### src/design/assert_macros.svh
// Shared assertion helpers, clocked on i_clk and quiet while i_rst_n is low.
`ifndef ASSERT_MACROS_SVH
`define ASSERT_MACROS_SVH

`define WPHS_ASSERT(lbl, prop, msg) \
    lbl: assert property (@(posedge i_clk) disable iff (!i_rst_n) (prop)) else $error(msg);

`define WPHS_NEVER(lbl, cond, msg) \
    `WPHS_ASSERT(lbl, !(cond), msg)

`endif

### src/design/wphs_pkg.sv
package wphs_pkg;

    localparam int POS_FRAC_BITS = 8;
    localparam int CORDIC_STEPS  = 16;

    localparam int POS_W   = 20;
    localparam int DIFF_W  = POS_W + 1;
    localparam int DIST_W  = 21;
    localparam int SQ_W    = 2 * DIST_W;
    localparam int REM_W   = DIST_W + 2;
    localparam int HEAD_W  = 16;
    localparam int SPD_W   = 16;
    localparam int THR_W   = 16;
    localparam int SCALE_W = 5;
    localparam int CW      = 24;
    localparam int ANG_W   = 32;
    localparam int ITER_W  = 5;

    localparam logic [ANG_W-1:0] QUARTER_TURN = 32'h4000_0000;
    localparam logic signed [22:0] PI_Q20 = 23'sd3294199;
    localparam int FAR_DIST = 1000 << POS_FRAC_BITS;

    typedef enum logic [0:0] {
        REG_THRESHOLD = 1'b0,
        REG_SCALE     = 1'b1
    } t_reg;

    typedef enum logic [0:0] {
        KIND_TARGET = 1'b0,
        KIND_POSE   = 1'b1
    } t_kind;

    typedef enum logic [3:0] {
        ST_IDLE,
        ST_SQX,
        ST_SQY,
        ST_ROOT,
        ST_TGT,
        ST_PREP,
        ST_ROT,
        ST_ERR,
        ST_MUL1,
        ST_MUL2,
        ST_MUL3,
        ST_SPEED,
        ST_CMD,
        ST_STOP
    } t_state;

    typedef struct packed {
        logic [THR_W-1:0]   threshold;
        logic [SCALE_W-1:0] scale;
    } t_cfg;

    typedef struct packed {
        logic                     kind;
        logic signed [POS_W-1:0]  target_x;
        logic signed [POS_W-1:0]  target_y;
        logic signed [POS_W-1:0]  pose_x;
        logic signed [POS_W-1:0]  pose_y;
        logic signed [HEAD_W-1:0] heading;
    } t_item;

    function automatic logic [ANG_W-1:0] atan_entry(input logic [ITER_W-1:0] i);
        logic [ANG_W-1:0] v;
        case (i)
            5'd0:  v = 32'd536870912;
            5'd1:  v = 32'd316933406;
            5'd2:  v = 32'd167458907;
            5'd3:  v = 32'd85004756;
            5'd4:  v = 32'd42667331;
            5'd5:  v = 32'd21354465;
            5'd6:  v = 32'd10679838;
            5'd7:  v = 32'd5340245;
            5'd8:  v = 32'd2670163;
            5'd9:  v = 32'd1335087;
            5'd10: v = 32'd667544;
            5'd11: v = 32'd333772;
            5'd12: v = 32'd166886;
            5'd13: v = 32'd83443;
            5'd14: v = 32'd41722;
            5'd15: v = 32'd20861;
            5'd16: v = 32'd10430;
            5'd17: v = 32'd5215;
            5'd18: v = 32'd2608;
            5'd19: v = 32'd1304;
            5'd20: v = 32'd652;
            5'd21: v = 32'd326;
            5'd22: v = 32'd163;
            5'd23: v = 32'd81;
            default: v = '0;
        endcase
        return v;
    endfunction

    // divide by 2^42 truncating toward zero, then clamp to 16 bits
    function automatic logic [SPD_W-1:0] to_speed(input logic signed [63:0] v);
        logic signed [63:0] q;
        logic [SPD_W-1:0]   s;
        q = (v < 0) ? ((v + 64'sh3FF_FFFF_FFFF) >>> 42) : (v >>> 42);
        if (q > 64'sd32767) begin
            s = 16'h7FFF;
        end else if (q < -64'sd32768) begin
            s = 16'h8000;
        end else begin
            s = q[SPD_W-1:0];
        end
        return s;
    endfunction

endpackage

### src/design/wphs_if.sv
interface wphs_in_if;
    logic                                 valid;
    logic                                 ready;
    logic                                 kind;
    logic signed [wphs_pkg::POS_W-1:0]    target_x;
    logic signed [wphs_pkg::POS_W-1:0]    target_y;
    logic signed [wphs_pkg::POS_W-1:0]    pose_x;
    logic signed [wphs_pkg::POS_W-1:0]    pose_y;
    logic signed [wphs_pkg::HEAD_W-1:0]   heading;

    modport source(output valid, kind, target_x, target_y, pose_x, pose_y, heading,
                   input ready);
    modport sink(input valid, kind, target_x, target_y, pose_x, pose_y, heading,
                 output ready);
endinterface


### src/design/wphs_front.sv
module wphs_front (
    input  logic              i_clk,
    input  logic              i_rst_n,
    wphs_in_if.sink           i_in,
    output logic              o_q_valid,
    output wphs_pkg::t_item   o_q_item,
    input  logic              i_q_take
);
    wphs_pkg::t_item r_mem [2];
    logic            r_wr_ptr;
    logic            r_rd_ptr;
    logic [1:0]      r_count;
    logic            push;
    logic            pop;

    assign i_in.ready = (r_count != 2'd2);
    assign push       = i_in.valid && i_in.ready;
    assign pop        = i_q_take && o_q_valid;
    assign o_q_valid  = (r_count != 2'd0);
    assign o_q_item   = r_mem[r_rd_ptr];

    always_ff @(posedge i_clk) begin
        if (push) begin
            r_mem[r_wr_ptr] <= '{kind: i_in.kind, target_x: i_in.target_x,
                                 target_y: i_in.target_y, pose_x: i_in.pose_x,
                                 pose_y: i_in.pose_y, heading: i_in.heading};
        end
    end

    always_ff @(posedge i_clk) begin
        if (!i_rst_n) begin
            r_wr_ptr <= 1'b0;
            r_rd_ptr <= 1'b0;
            r_count  <= 2'd0;
        end else begin
            if (push) r_wr_ptr <= ~r_wr_ptr;
            if (pop)  r_rd_ptr <= ~r_rd_ptr;
            r_count <= r_count + 2'(push) - 2'(pop);
        end
    end
endmodule

### src/flat_wrapper.sv
// flat-port wrapper written by rule: the top's interface ports become plain ports
module wphs_front_flat 
  (i_clk, i_rst_n, o_q_valid, o_q_item, i_q_take, i_in_valid, i_in_kind, i_in_target_x, i_in_target_y, i_in_pose_x, i_in_pose_y, i_in_heading, i_in_ready);
  wphs_in_if i_in_i ();
  input  logic i_clk;
  input  logic i_rst_n;
  output logic o_q_valid;
  output wphs_pkg::t_item o_q_item;
  input  logic i_q_take;
  input wire logic [$bits(i_in_i.valid)-1:0] i_in_valid;
  input wire logic [$bits(i_in_i.kind)-1:0] i_in_kind;
  input wire logic [$bits(i_in_i.target_x)-1:0] i_in_target_x;
  input wire logic [$bits(i_in_i.target_y)-1:0] i_in_target_y;
  input wire logic [$bits(i_in_i.pose_x)-1:0] i_in_pose_x;
  input wire logic [$bits(i_in_i.pose_y)-1:0] i_in_pose_y;
  input wire logic [$bits(i_in_i.heading)-1:0] i_in_heading;
  output wire logic [$bits(i_in_i.ready)-1:0] i_in_ready;
  assign i_in_i.valid = i_in_valid;
  assign i_in_i.kind = i_in_kind;
  assign i_in_i.target_x = i_in_target_x;
  assign i_in_i.target_y = i_in_target_y;
  assign i_in_i.pose_x = i_in_pose_x;
  assign i_in_i.pose_y = i_in_pose_y;
  assign i_in_i.heading = i_in_heading;
  assign i_in_ready = i_in_i.ready;
  wphs_front u_core (.i_clk(i_clk), .i_rst_n(i_rst_n), .i_in(i_in_i), .o_q_valid(o_q_valid), .o_q_item(o_q_item), .i_q_take(i_q_take));
endmodule
### config.mk
export PLATFORM = sky130hd
export DESIGN_NAME = wphs_front_flat
export DESIGN_NICKNAME = d
export VERILOG_FILES = /design/src/design/assert_macros.svh /design/src/design/wphs_pkg.sv /design/src/design/wphs_if.sv /design/src/design/wphs_front.sv /design/src/flat_wrapper.sv
export SDC_FILE = /design/constraint.sdc
export NUM_CORES = 1
export LEC_CHECK = 0
export BUFFER_PORTS_ARGS = -buffer_cell sky130_fd_sc_hd__buf_2
export CAP_MARGIN = 25
export CORE_AREA = 2 2 126 177
export CTS_CLUSTER_SIZE = 30
export DETAILED_ROUTE_END_ITERATION = 16
export DIE_AREA = 0 0 128 179
export PLACE_DENSITY_LB_ADDON = 0.08
export SETUP_SLACK_MARGIN = 0.1
export SYNTH_ARGS = -nofsm -noshare
export SYNTH_HDL_FRONTEND = slang
export SYNTH_SLANG_ARGS = --single-unit
### constraint.sdc
create_clock -name i_clk -period 5.16 [get_ports i_clk]
set_input_delay 0.516 -clock i_clk [delete_from_list [all_inputs] [get_ports i_clk]]
set_output_delay 0.516 -clock i_clk [all_outputs]
set_load 0.005 [all_outputs]
==> summary.md <==
| Metric | Value |
|---|---|
| Final instance area | `9230 sq um` |
| Number of gates resized after cts | `0` |
| Syn Area/Cell | `22.4 sq um` |
| Slew @ Worst Pin | `0.731 ns` |
| CP Class | `flop to output pin` |
| DRT antenna net count | `0` |
| Max-slew headroom | `51.2%` |
| Initial antenna violation count | `1` |
| TNS Setup | `0 ns` |
| Met3 wire len | `819 um` |
| Mapped Cells | `329` |
| M1 WL | `5130 um` |
| Status | `finished clean` |
| Top Metal Used | `met5` |
| Hold Worst Slack | `0.270 ns` |
| Fin util | `43.0%` |
| Reg2Reg Depth | `4` |
| Fin cells | `819` |
| VDD IR-drop max | `214 uV` |
| CP cell instances | `buf_4, mux2_2, buf_2` |
| First-pass GRT wire length | `20,700 um` |
| Max Clock Skew | `0.00627 ns` |
| Asr flop ratio synth | `0%` |
| Hold Vio Cnt, Final | `0` |
| CTS Sinks | `199` |
| Hold_sp | `i_in_pose_y[12]` |
| Register area share after synthesis | `80.6%` |
| CTS tree | `done` |
| IO Pins | `200` |
| Hold buffers post-CTS | `0` |
| Unrepaired setup endpoints after global routing | `false` |
| Beginning of the worst register-to-register path | `u_core.r_count[0]$_SDFF_PN0_` |
| Clock buffer depth | `2` |
| Post-synth EDFFs | `194` |
| Initial Utilization | `34.3%` |
| Area Overhead vs Synth | `25.5%` |
| Register area | `5930 sq um` |
| Data arrival, critical path | `2.23 ns` |
| Share of cells above drive strength 1 | `60.5%` |
| Vias in the first global route | `3,845` |
| Hold Path Class | `input port to flop` |
| Global route overflow | `0` |
| Tmin final | `2.75 ns` |
| # nets final | `645` |
| Total CTS buffers | `17` |
| Syn Nets | `432` |
| Die height | `179 um` |
| Drt pass-1 iters | `4` |
| DRT Wirelength | `14,000 um` |
| Insertion delay to the later sink of the worst-skew pair | `0.43 ns` |
| Final Cycle Share | `53.3%` |
| Slew Limit Fails | `0` |
| Inserted Diodes | `0` |
| Post-CTS Setup Bufs | `0` |
| Crit. End Element | `output pin` |
| Reg clk slew, reported paths | `0.07 ns` |
| Reg2reg setup slack | `3.08 ns` |
| Seq cells post-synth | `199` |
| Routability congestion estimate | `0.688` |
| Ys Warns | `0` |
| Root Driver | `clkbuf_16` |
| Slowest stage cell, crit path | `dfxtp_4` |
| Avg WL per Cell | `17.1 um` |
| DRC Markers | `0` |
| CP max FO | `36` |
| WHS Path Cells | `1` |
| Vias per inst | `4.50` |
| Footprint of the multi-input gates | `1350 sq um` |
| Placed Instances | `786` |
| Placement Cell Area | `8650 sq um` |
| Die area | `22,900 sq um` |
| Fmax | `364 MHz` |
| Critical Path RT | `4.64 ns` |
| Htree depth | `4` |
| DPL Wire Length | `9240 um` |
| DRT iter0 DRCs | `163` |
| Die Wd | `128 um` |
| Max Cap Viol | `0` |
| Global-route usage over all layers | `12.4%` |
| Port Buffer Count | `199` |
| Met2 Routed Length | `7870 um` |
| Via count | `3,688` |
| Number of core rows | `64` |
| Yosys cell types | `21` |
| Slowest stage delay, CP | `0.64 ns` |
| Core Area | `21,500 sq um` |
| Worst Setup Start Kind | `flop` |
| Layout fillers | `1,985` |
| Leakage | `3.48 nW` |
| Final setup fails | `0` |
| Largest net degree at the start of global routing | `70` |
| Synthesized area | `7360 sq um` |
| Power Dens Cells | `477 nW/um^2` |
| Top_reg_cell synth | `edfxtp_1` |
## placed cells by master, fill, tap and decap left out, drive strengths merged
| master | count |
|---|---|
| nor3 | 1 |
| buf | 205 |
| nand2b | 1 |
| ha | 2 |
| xnor2 | 1 |
| o21ai | 1 |
| inv | 7 |
| dfxtp | 5 |
| clkinv | 8 |
| o21a | 1 |
| nand2 | 1 |
| clkinvlp | 2 |
| nand4b | 1 |
| or2 | 1 |
| nor2b | 1 |
| nor2 | 3 |
| and2 | 3 |
| mux2 | 97 |
| edfxtp | 194 |
| and3 | 1 |
| xor2 | 1 |
| clkbuf | 17 |
| bufinv | 1 |
## critical path, delay by kind of cell, from the launching register on
kind     cells  cell delay (ns)
buf+inv      2             0.72
flops        1             0.64
mux          1             0.40
## synth_stat cells, types with 2 or more instances
library cell  number  area, sq um
edfxtp_1         194         5830
dfxtp_1            5          100
inv_1              3         11.3
buf_2              6         30.0
mux2_2            67          754
buf_6              5         56.3
nor2_1             3         11.3
ha_1               2         25.0
and2_1             3         18.8
mux2_4            30          450
## metal layers
metal	global-route usage, %	vias up
met5	0	-
li1	-	1726
met2	22.5	104
met3	4.48	15
met4	5.08	2
met1	13.0	1841
## layout make-up
| type | instances | share of cell area (%) |
|---|---|---|
| Sequential cell | 199 | 64.2 |
| Multi-Input combinational cell | 116 | 14.6 |
| Timing Repair Buffer | 205 | 11.5 |
| Clock buffer | 17 | 4.61 |
| Tap cell | 264 | 3.58 |
| Clock inverter | 15 | 1.40 |
| Inverter | 3 | 0.122 |
## where the power goes
| part | internal [mW] | switching (mW) |
|---|---|---|
| Clock | 0.667 | 0.582 |
| Sequential | 2.05 | 0.0889 |
| Combinational | 0.550 | 0.467 |
| Total | 3.26 | 1.14 |
## registers in the layout, summed over array words and instances, names as in the netlist, named ones only
register         flops
u_core.r_rd_ptr      1
u_core.r_wr_ptr      1
u_core.r_count       2
u_core.r_mem       194
## through the flow
stage | setup slack, ns | power (mW)
3_5_place_dp | 2.70 | 3.22
6_report | 2.41 | 4.40
5_1_grt | 2.24 | 4.63
2_1_floorplan | 1.51 | 2.80
4_1_cts | 2.32 | 4.48
3_3_place_gp | 2.73 | 3.20
## cells by family (layout without fill, tap and decap cells)
kind of cell / Yosys count / after routing / synth area share, %
XOR/XNOR: 2 / 2 / 0.238
flip-flops: 199 / 199 / 80.6
AND/OR/NAND/NOR: 13 / 13 / 0.987
multiplexers: 97 / 97 / 16.4
AO/OA/AOI/OAI: 2 / 2 / 0.170
buffers and inverters: 14 / 240 / 1.33
adder cells (fa/ha/maj): 2 / 2 / 0.340
## path summary, 6_finish.rpt
kind,end
max,o_q_item[65]
max reg2reg,u_core.r_mem[1][46]$_DFFE_PP_
min reg2reg,u_core.r_wr_ptr$_SDFFE_PN0P_
min,u_core.r_mem[0][28]$_DFFE_PP_
No activity file was read; power rests on OpenSTA's default activity.
